[config.mk]
export PLATFORM = sky130hd
export DESIGN_NAME = ccfr_ram
export DESIGN_NICKNAME = d
export VERILOG_FILES = /design/src/rtl/crc_checked_frame_receiver_assert.svh /design/src/rtl/ccfr_ram.sv
export SDC_FILE = /design/constraint.sdc
export NUM_CORES = 2
export LEC_CHECK = 0
export BUFFER_PORTS_ARGS = -buffer_cell sky130_fd_sc_hd__clkbuf_2
export CAP_MARGIN = 15
export CORE_ASPECT_RATIO = 0.9
export CORE_MARGIN = 2
export CORE_UTILIZATION = 40
export CTS_CLUSTER_DIAMETER = 50
export DETAILED_ROUTE_END_ITERATION = 10
export MAX_ROUTING_LAYER = met4
export PLACE_DENSITY = 0.64
export SLEW_MARGIN = 20
export SYNTH_ARGS = -nofsm -noshare
export SYNTH_HDL_FRONTEND = slang
export SYNTH_SLANG_ARGS = --single-unit
[constraint.sdc]
create_clock -name clk -period 4.47 [get_ports clk]
set_clock_uncertainty 0.15 [all_clocks]
set_input_delay 0.894 -clock clk [delete_from_list [all_inputs] [get_ports clk]]
set_output_delay 0.894 -clock clk [all_outputs]
set_load 0.01 [all_outputs]
[src/rtl/crc_checked_frame_receiver_assert.svh]
// Assertion macros used by the frame receiver top level.
`ifndef CRC_CHECKED_FRAME_RECEIVER_ASSERT_SVH
`define CRC_CHECKED_FRAME_RECEIVER_ASSERT_SVH

// Same-cycle implication, disabled while reset is applied.
`define CCFR_ASSERT_NOW(label, clk, rst_n, ante, cons, msg) \
    label: assert property (@(posedge clk) disable iff (!rst_n) (ante) |-> (cons)) \
        else $error(msg);

// Next-cycle implication, disabled while reset is applied.
`define CCFR_ASSERT_NEXT(label, clk, rst_n, ante, cons, msg) \
    label: assert property (@(posedge clk) disable iff (!rst_n) (ante) |=> (cons)) \
        else $error(msg);

`endif

[src/rtl/ccfr_ram.sv]
// Simple dual-port RAM with one write port and a registered read port.
module ccfr_ram #(
    parameter int DEPTH = 512,
    parameter int WIDTH = 8
) (
    input  logic                     clk,
    input  logic                     we,
    input  logic [$clog2(DEPTH)-1:0] waddr,
    input  logic [WIDTH-1:0]         wdata,
    input  logic [$clog2(DEPTH)-1:0] raddr,
    output logic [WIDTH-1:0]         rdata
);

    logic [WIDTH-1:0] mem [DEPTH];
    logic [WIDTH-1:0] rdata_reg;

    always_ff @(posedge clk)
    begin
        if (we)
        begin
            mem[waddr] <= wdata;
        end
        rdata_reg <= mem[raddr];
    end

    assign rdata = rdata_reg;

endmodule

==> impl_metrics.yaml <==
pwr:
  ir_drop_v: 0.0003428
  p_leak_uw: 0.05802
  power.density_nw_per_um2: 448.0
setup_path:
  cp_max_fo: 33
  timing.critical_path.from: "raddr[0]"
  path_cells: "buf_12, buf_12, buf_4, mux2i_1, o221ai_1, o22ai_1, o21ai_0, nand4_1, nand2_1, o2111a_1"
  cp-endpoint: "rdata[1]"
  crit_arrival_ps: 4510
  startpoint_type: "input port"
  slowest_stage: "buf_4"
  r2r_setup_slack_ps: 1180
  cp_num_cells: 10
  criticalPathCategory: "in2reg"
  cp.required_ps: 5230
  worst_path_most_repeated_cell: "buf_12"
  reg2reg_from: "mem[274][7]"
  crit_family: "compound AO/OA/AOI/OAI gates"
  reg2reg_depth: 9
  path_buf_inv: 3
  cp-end-kind: "register"
  r2r_end: "rdata[7]"
  cp_slowest_stage_delay_ps: 560
timing:
  hold_viol: 0
  setup_violations: 0
  fin_crit_sh_pct: 83.79
  tightest_slew_ps: 1390
  min_period_ps: 3745
  slew_headroom_pct: 7.359
  fin_ws_ps: 724.6
  rsz0062_at_grt: "no"
  drv_slew: 0
  max_freq_ghz: 0.2670
placement:
  pre_cts_ws_ps: -158.9
  dpl.hpwl_um: 254800
  io_buffer_count: 35
  placed_area_um2: 168800
  place_inst: 13340
  gp_congestion: 0.9271
grt:
  grt_pass1_wl_um: 599400
  grt_antenna_before_repair: 21
  grt_max_degree: 159
  grt_overflow: 0
  grt_usage_pct: 20.83
  grt_pass1_vias: 81710
detailed_routing:
  dr.pass1.iters: 6
  wirelength_met1_um: 171100
  ant_nets: 0
  wl_um: 419700
  wl_per_cell_um: 29.73
  post_drt_via_cell_ratio: 5.925
  dr.max_layer_used: "met4"
  drc: 0
  vias: 83661
  wl_met3_um: 40920
  dr_wl_met2_um: 194500
  dr.first_iter.drc_count: 12284
cells_and_area:
  drive_gt1_share_pct: 20.69
  final_area_um2: 182800
  fin_cells: 14120
  syn_to_final_growth_pct: 14.31
  nNetsFinal: 8459
  largest_reg_flops: 4096
clocking:
  htreeDepth: 5
  clk_pin_slew_worst_paths_ps: 60
  cts_setup_buffers: 0
  cts_resized: 0
  ctsHoldBuffers: 0
  cts.sinks: 4104
  clock_path_buffers: 4
  cts_buffers: 417
  tritoncts: "done"
  root_buffer: "clkbuf_16"
  clk-insertion-delay-late_ps: 980
synthesis:
  ys_warn_count: 0
  seq_area_frac_synth_pct: 77.01
  ys_async_sr_fraction_pct: 0
  synth_top_area_share_pct: 76.91
  ys_ff_latch: 4104
  synth_cell_types: 51
  synth_edf_count: 4096
  synth_flop_cell: "edfxtp_1"
  synth_top_area_cell: "edfxtp_1"
  synth_area_um2: 159900
  synth_cells: 8030
  synth.area.top_cells: "edfxtp_1 (77%), mux4_2 (9.2%), mux2i_1 (5.0%)"
  synthesis.nets: 8058
  synth_area_per_cell_um2: 19.92
die:
  die_x_um: 670.5
  fp.coreArea_um2: 398600
  die_y_um: 603.9
  pin_count: 36
  rows: 220
  start_util_pct: 40.12
  die-area_um2: 404900
status:
  status: "finished, final reports clean"
job:
  cap_violations: 0
worst_hold_path:
  hp-class: "in2reg"
  hp-start: "wdata[1]"
==> kinds of logic (layout without fill, tap and decap cells) <==
group / after synthesis / in the layout / share of synthesized area, %
AO/OA/AOI/OAI: 979 / 979 / 4.313
buffers and inverters: 516 / 1272 / 1.849
flip-flops: 4104 / 4104 / 77.01
multiplexers: 1451 / 1451 / 14.20
other: 0 / 6 / 0
AND/OR/NAND/NOR: 980 / 980 / 2.631
==> synth_stat cells (2+ instances only) <==
library cell	count
nor2b_1	6
edfxtp_1	4096
clkbuf_1	265
dfxtp_1	8
and3_1	4
a31oi_1	2
o22ai_1	163
or3_1	6
o41ai_1	7
and3b_1	4
or2_2	4
buf_4	70
o21ai_0	118
nor3_1	109
a211o_1	2
nand2b_1	4
o221ai_1	371
buf_1	41
a2111oi_0	3
inv_1	2
nand4_1	32
a21oi_1	194
o22a_1	3
o31ai_1	13
buf_8	11
nor3b_1	8
mux4_2	654
a211oi_1	17
nand2_1	111
nor4_1	36
o211ai_1	2
o311ai_0	5
mux2i_1	797
buf_2	57
and2_1	20
nand3_1	36
a22oi_1	61
buf_6	64
buf_12	5
o2111a_1	8
a22o_1	5
nor2_1	597
==> cells in the final DEF (no fill, tap or decap), drive strengths merged, types with 3 or more instances in the layout <==
cell type / Yosys / final
a2111oi: 3 / 3
a211oi: 17 / 17
a21oi: 194 / 194
a22o: 5 / 5
a22oi: 61 / 61
and2: 20 / 20
and3: 4 / 4
and3b: 4 / 4
buf: 248 / 472
bufinv: 0 / 53
clkbuf: 265 / 508
clkinv: 0 / 186
clkinvlp: 0 / 15
dfxtp: 8 / 8
diode: 0 / 6
edfxtp: 4096 / 4096
inv: 3 / 38
mux2i: 797 / 797
mux4: 654 / 654
nand2: 111 / 111
nand2b: 4 / 4
nand3: 36 / 36
nand4: 32 / 32
nor2: 597 / 597
nor2b: 6 / 6
nor3: 109 / 109
nor3b: 8 / 8
nor4: 36 / 36
o2111a: 8 / 8
o21ai: 119 / 119
o221ai: 372 / 372
o22a: 3 / 3
o22ai: 163 / 163
o311ai: 6 / 6
o31ai: 13 / 13
o41ai: 7 / 7
or2: 5 / 5
or3: 6 / 6
==> worst reg2reg max path: cells and delay by family (launching register included) <==
| family | cells | cell delay (ps) |
|---|---|---|
| mux | 1 | 120 |
| flops | 1 | 330 |
| simple gates | 3 | 1530 |
| buf+inv | 2 | 350 |
| compound gates | 3 | 760 |
==> worst min path at each step <==
| stage | endpoint | cells after the start |
|---|---|---|
| after floorplan | rdata[0] | 6 |
| after global placement | rdata[7] | 6 |
| after detailed placement | rdata[7] | 6 |
| after CTS | mem[478][1] | 1 |
| after global routing | mem[478][1] | 1 |
| final | mem[478][1] | 1 |
==> per-layer routing <==
layer | vias up | track usage [%]
met5 | - | -
met4 | 0 | 5.885
met3 | 774 | 3.565
met2 | 4601 | 31.56
met1 | 43920 | 29.21
li1 | 34366 | -
==> power by group <==
part | switching (uW) | internal (uW)
Clock | 14900 | 20500
Combinational | 2680 | 1300
Sequential | 43.3 | 42400
Total | 17700 | 64200
==> final cells by class <==
type,count,area [um^2]
diodes,6,15.01
flip-flops and latches,4104,123200
inverters,3,18.77
repair buffers,495,4951
multi-input cells,3410,33990
clock inverters,289,3211
clock buffers,485,10810
well taps,5328,6666
fillers,32980,215800
==> per-stage QoR <==
stage                     TNS, ps  total power [uW]  util [%]  hold WS (ps)
after floorplan                 0             45240         -         787.8
after global placement     -474.1             47140     42.34          1064
after detailed placement   -444.5             47210     42.35          1053
after CTS                       0             82250     45.86         146.5
after global routing            0             83880     45.87         191.5
final                           0             81890     45.87         213.7
Power figures use the tool's default switching activity.
