`config.mk`:
```
export PLATFORM = sky130hd
export DESIGN_NAME = ccfr_store
export DESIGN_NICKNAME = d
export VERILOG_FILES = /design/src/rtl/crc_checked_frame_receiver_assert.svh /design/src/rtl/ccfr_pkg.sv /design/src/rtl/ccfr_store.sv
export SDC_FILE = /design/constraint.sdc
export NUM_CORES = 2
export LEC_CHECK = 0
export ABC_AREA = 1
export BUFFER_PORTS_ARGS = -buffer_cell sky130_fd_sc_hd__buf_4
export CAP_MARGIN = 30
export CORE_MARGIN = 10
export CORE_UTILIZATION = 61
export DETAILED_ROUTE_END_ITERATION = 16
export PLACE_DENSITY_LB_ADDON = 0.3
export SYNTH_ARGS = -nofsm -noshare
export SYNTH_HDL_FRONTEND = slang
export SYNTH_SLANG_ARGS = --single-unit
```
`constraint.sdc`:
```
create_clock -name clk -period 2 [get_ports clk]
set_clock_uncertainty 0.15 [all_clocks]
set_input_delay 0.2 -clock clk [delete_from_list [all_inputs] [get_ports clk]]
set_output_delay 0.2 -clock clk [all_outputs]
set_load 0.02 [all_outputs]
```
`src/rtl/crc_checked_frame_receiver_assert.svh`:
```
// Assertion macros used by the frame receiver top level.
`ifndef CRC_CHECKED_FRAME_RECEIVER_ASSERT_SVH
`define CRC_CHECKED_FRAME_RECEIVER_ASSERT_SVH

// Same-cycle implication, disabled while reset is applied.
`define CCFR_ASSERT_NOW(label, clk, rst_n, ante, cons, msg) \
    label: assert property (@(posedge clk) disable iff (!rst_n) (ante) |-> (cons)) \
        else $error(msg);

// Next-cycle implication, disabled while reset is applied.
`define CCFR_ASSERT_NEXT(label, clk, rst_n, ante, cons, msg) \
    label: assert property (@(posedge clk) disable iff (!rst_n) (ante) |=> (cons)) \
        else $error(msg);

`endif

```
`src/rtl/ccfr_pkg.sv`:
```
// Package with constants, types and helper functions of the frame receiver.
package ccfr_pkg;

    localparam int BUFFER_DEPTH = 512;
    localparam int ADDR_W       = $clog2(BUFFER_DEPTH);
    localparam int CNT_W        = $clog2(BUFFER_DEPTH + 1);
    localparam int STORE_DEPTH  = 256;

    localparam logic [15:0] CRC_INIT = 16'hFFFF;
    localparam logic [15:0] CRC_POLY = 16'h1021;
    localparam logic [15:0] CRC_MSB  = 16'h8000;

    // Header pair, type, length and two CRC bytes.
    localparam int MIN_FRAME = 6;

    localparam int CFG_IDX_W = 2;
    localparam logic [CFG_IDX_W-1:0] CFG_HEADER_FIRST      = 2'd0;
    localparam logic [CFG_IDX_W-1:0] CFG_HEADER_SECOND     = 2'd1;
    localparam logic [CFG_IDX_W-1:0] CFG_STATE_TYPE_CODE   = 2'd2;
    localparam logic [CFG_IDX_W-1:0] CFG_STATE_PAYLOAD_LEN = 2'd3;

    localparam logic [7:0] RST_HEADER_FIRST      = 8'd170;
    localparam logic [7:0] RST_HEADER_SECOND     = 8'd85;
    localparam logic [7:0] RST_STATE_TYPE_CODE   = 8'd1;
    localparam logic [7:0] RST_STATE_PAYLOAD_LEN = 8'd32;

    localparam logic OP_PUSH = 1'b0;
    localparam logic OP_READ = 1'b1;

    typedef logic [ADDR_W-1:0] addr_t;
    typedef logic [CNT_W-1:0]  cnt_t;

    typedef struct packed {
        logic       en;
        logic [7:0] addr;
        logic [7:0] data;
    } store_wr_t;

    // Position of a byte at a given offset from the queue head, wrapped round the ring.
    function automatic addr_t wrap_add(addr_t base, cnt_t off);
        logic [CNT_W:0] sum;
        sum = {1'b0, {(CNT_W - ADDR_W){1'b0}}, base} + {1'b0, off};
        if (sum >= (CNT_W + 1)'(BUFFER_DEPTH))
        begin
            sum = sum - (CNT_W + 1)'(BUFFER_DEPTH);
        end
        return sum[ADDR_W-1:0];
    endfunction

    // CRC-16 update with one byte, most significant bit first.
    function automatic logic [15:0] crc_byte(logic [15:0] crc_in, logic [7:0] data);
        logic [15:0] c;
        c = crc_in ^ {data, 8'h00};
        for (int b = 0; b < 8; b++)
        begin
            if ((c & CRC_MSB) != 16'h0000)
            begin
                c = {c[14:0], 1'b0} ^ CRC_POLY;
            end
            else
            begin
                c = {c[14:0], 1'b0};
            end
        end
        return c;
    endfunction

endpackage

```
`src/rtl/ccfr_store.sv`:
```
// Kept payload store with per-entry valid bits, so unwritten entries read as zero.
module ccfr_store (
    input  logic                clk,
    input  logic                rst_n,
    input  ccfr_pkg::store_wr_t wr,
    input  logic [7:0]          raddr,
    output logic [7:0]          rdata
);
    import ccfr_pkg::*;

    logic [7:0]             mem [STORE_DEPTH];
    logic [STORE_DEPTH-1:0] valid_reg;
    logic [7:0]             data_reg;
    logic                   hit_reg;

    always_ff @(posedge clk)
    begin
        if (wr.en)
        begin
            mem[wr.addr] <= wr.data;
        end
        data_reg <= mem[raddr];
    end

    always_ff @(posedge clk or negedge rst_n)
    begin
        if (!rst_n)
        begin
            valid_reg <= '0;
            hit_reg   <= 1'b0;
        end
        else
        begin
            if (wr.en)
            begin
                valid_reg[wr.addr] <= 1'b1;
            end
            hit_reg <= valid_reg[raddr];
        end
    end

    assign rdata = hit_reg ? data_reg : 8'h00;

endmodule

```
==> results.ini <==
[run_status]
outcome=finished, violations left
violations=setup timing

[pwr]
peakVddDrop_mv=0.948
pwr-share-seq_pct=51.5
power.clock.fraction_pct=41.0
combPwrFrac_pct=7.4
switchingPower_mw=23.6
power.density_mw_per_mm2=941
intPower_mw=80.0
p_sw_share_pct=22.8
p_leak_nw=42.1

[global_route]
grt-ovfl-total=0
grt_usage_pct=31.1
grt_max_degree=74
grt_pass1_wl_microns=402000
first_global_vias=65200
antenna_found_initial=6

[cells_and_area]
multi_input_comb_area_sq_mm=0.0231
fill_cells=10100
synthToLayoutAreaGrowth_pct=16.4
drive_gt1_share_pct=16.1
fin_util_pct=71.4
largest_reg_flops=2048
seq_area_sq_mm=0.0681
final_nets=8631

[floorplanning]
initial_core_util_pct=61.3
dieArea_sq_mm=0.171
core_area_sq_mm=0.154
top_level_ports=35
die_x_microns=414
rows=144
die_y_microns=414

[sta]
holdWs_ps=138
final-setup-viol-count=10
fin_crit_ps=2120
slew_headroom_pct=48.6
fin_crit_sh_pct=106
fin_ws_ps=-118
setup_tns_ps=-813
fmax_mhz=472
max_slew.worst_pin.slew_ps=771
slew_violations=0
finalHoldViolations=0
grt_setup_unrepaired=yes

[clocking]
cts-root-buf=clkbuf_16
cts_made_buffers=220
htreeDepth=4
clock_sinks=2313
cts_buffer_depth=3
cts_tree=done
clk-insertion-delay-late_ps=890
clk_pin_slew_ps=60

[yosys]
synth_seq_cells=2313
syn-num-nets=8128
synth.avg_cell_area_sq_um=11.7
synthesis.area_sq_mm=0.0945
synth_cell_types=20
ys_seq_area_share_pct=72.1
syn_inst=8101
yosysWarnings=0

[routing]
post-route-drc-count=0
vias=67400
vias_per_cell=6.20
avgRoutedWirePerCell_microns=24.7
drtAntennaViolNets=0
dr.pass1.iters=8
first_iter_violations=9209
wl_microns=268000

[setup_path]
worstPathMaxFanout=7
worst_ep_arrival_time_ps=1770
cp-end-kind=primary output
crit_required_ps=1650
crit_type=register to primary output
crit_path_start_kind=register

[place]
dpl.hpwl_microns=164000
place.gp.congestion=0.931
port_buffers=34

[hold_path]
hold_path.class=input port to register

[flow_run]
cap_violations=0

area by class of cell:
class,instances,share of cell area [%]
antenna,14,0.0318
inverter,51,0.209
clock buffer,307,5.56
tap,2044,2.32
clock inverter,112,1.19
sequential,2313,61.9
timing repair buffer,820,7.82
multi-input combinational,5198,21.0
synth_stat cells:
master | instances | share of area [%]
a21oi_1 | 4 | 0.021
buf_1 | 46 | 0.18
buf_12 | 1 | 0.021
buf_2 | 244 | 1.3
buf_4 | 110 | 0.87
buf_6 | 59 | 0.70
buf_8 | 1 | 0.016
clkbuf_1 | 78 | 0.31
clkinv_1 | 3 | 0.012
dfrtp_1 | 257 | 6.8
dfxtp_1 | 8 | 0.17
edfxtp_1 | 2048 | 65
inv_1 | 43 | 0.17
inv_2 | 4 | 0.016
inv_4 | 1 | 0.0066
nand2_1 | 2384 | 9.5
nand3_1 | 2267 | 12
nor2_1 | 283 | 1.1
o21ai_0 | 8 | 0.042
or2_2 | 252 | 1.7
stage by stage:
step	total power [mW]	instances	worst slack [ps]	cell area (sq um)
4_1_cts	104	10800	-147	110000
2_1_floorplan	58.2	8101	126	94500
5_1_grt	106	10800	-140	110000
3_5_place_dp	61.7	10400	-872	102000
3_3_place_gp	61.6	10400	-793	102000
6_report	104	10900	-118	110000
per-layer routing:
metal  vias to the layer above  part of all wire, %  GRT usage [%]
met5                         -                0.010              0
met4                         4                  5.4           14.9
met3                       806                   11           6.52
met2                      4442                   46           48.1
met1                     32700                   37           42.4
li1                      29500                    -              -
kinds of logic after synthesis:
| group | Yosys count | share of synthesized area [%] |
|---|---|---|
| AOI/OAI and AO/OA | 12 | 0.0636 |
| buffers and inverters | 590 | 3.60 |
| DFF | 2313 | 72.1 |
| and+or+nand+nor | 5186 | 24.3 |
worst max-delay path, stage by stage, from the launching register on:
cell and delay (ps):
dfrtp_2 490, nand2_1 100, inv_2 150, buf_6 150
what timing repair did:
action                                  4_1_cts  5_1_grt
hold endpoints to repair                   2402        1
gates cloned                                  0        2
hold buffers                                 28        1
buffers inserted                              1        1
resized for setup                            25       22
pin swaps                                     1        2
endpoints found under the setup margin       10      257
cell usage in the layout (no fill, tap or decap), drive strengths merged:
cell | synthesis | final
a21oi | 4 | 4
buf | 461 | 792
bufinv | 0 | 23
clkbuf | 78 | 308
clkinv | 3 | 83
clkinvlp | 0 | 4
dfrtp | 257 | 257
dfxtp | 8 | 8
diode | 0 | 14
dlygate4sd3 | 0 | 27
edfxtp | 2048 | 2048
inv | 48 | 53
nand2 | 2384 | 2384
nand3 | 2267 | 2267
nor2 | 283 | 283
o21ai | 8 | 8
or2 | 252 | 252
final timing paths:
kind,from,end,slack (ps),cells past startpoint
max,hit_reg,rdata[4],-120,3
min,raddr[3],data_reg[4],140,9
max reg2reg,mem[6][5],data_reg[5],-10,10
min reg2reg,valid_reg[112],valid_reg[112],320,2
max in group asynchronous,rst_n,valid_reg[116],800,4
min in group asynchronous,rst_n,valid_reg[156],470,4
power by group through the flow:
| stage | registers, mW | logic (mW) | clock network [mW] |
|---|---|---|---|
| floorplan | 54.3 | 3.88 | 0 |
| global placement | 54.3 | 7.23 | 0 |
| detailed placement | 54.4 | 7.39 | 0 |
| CTS | 53.4 | 7.55 | 42.6 |
| global route | 53.4 | 8.19 | 44.6 |
| finish | 53.4 | 7.70 | 42.5 |
Note: power is estimated with default switching activity, not from simulation.
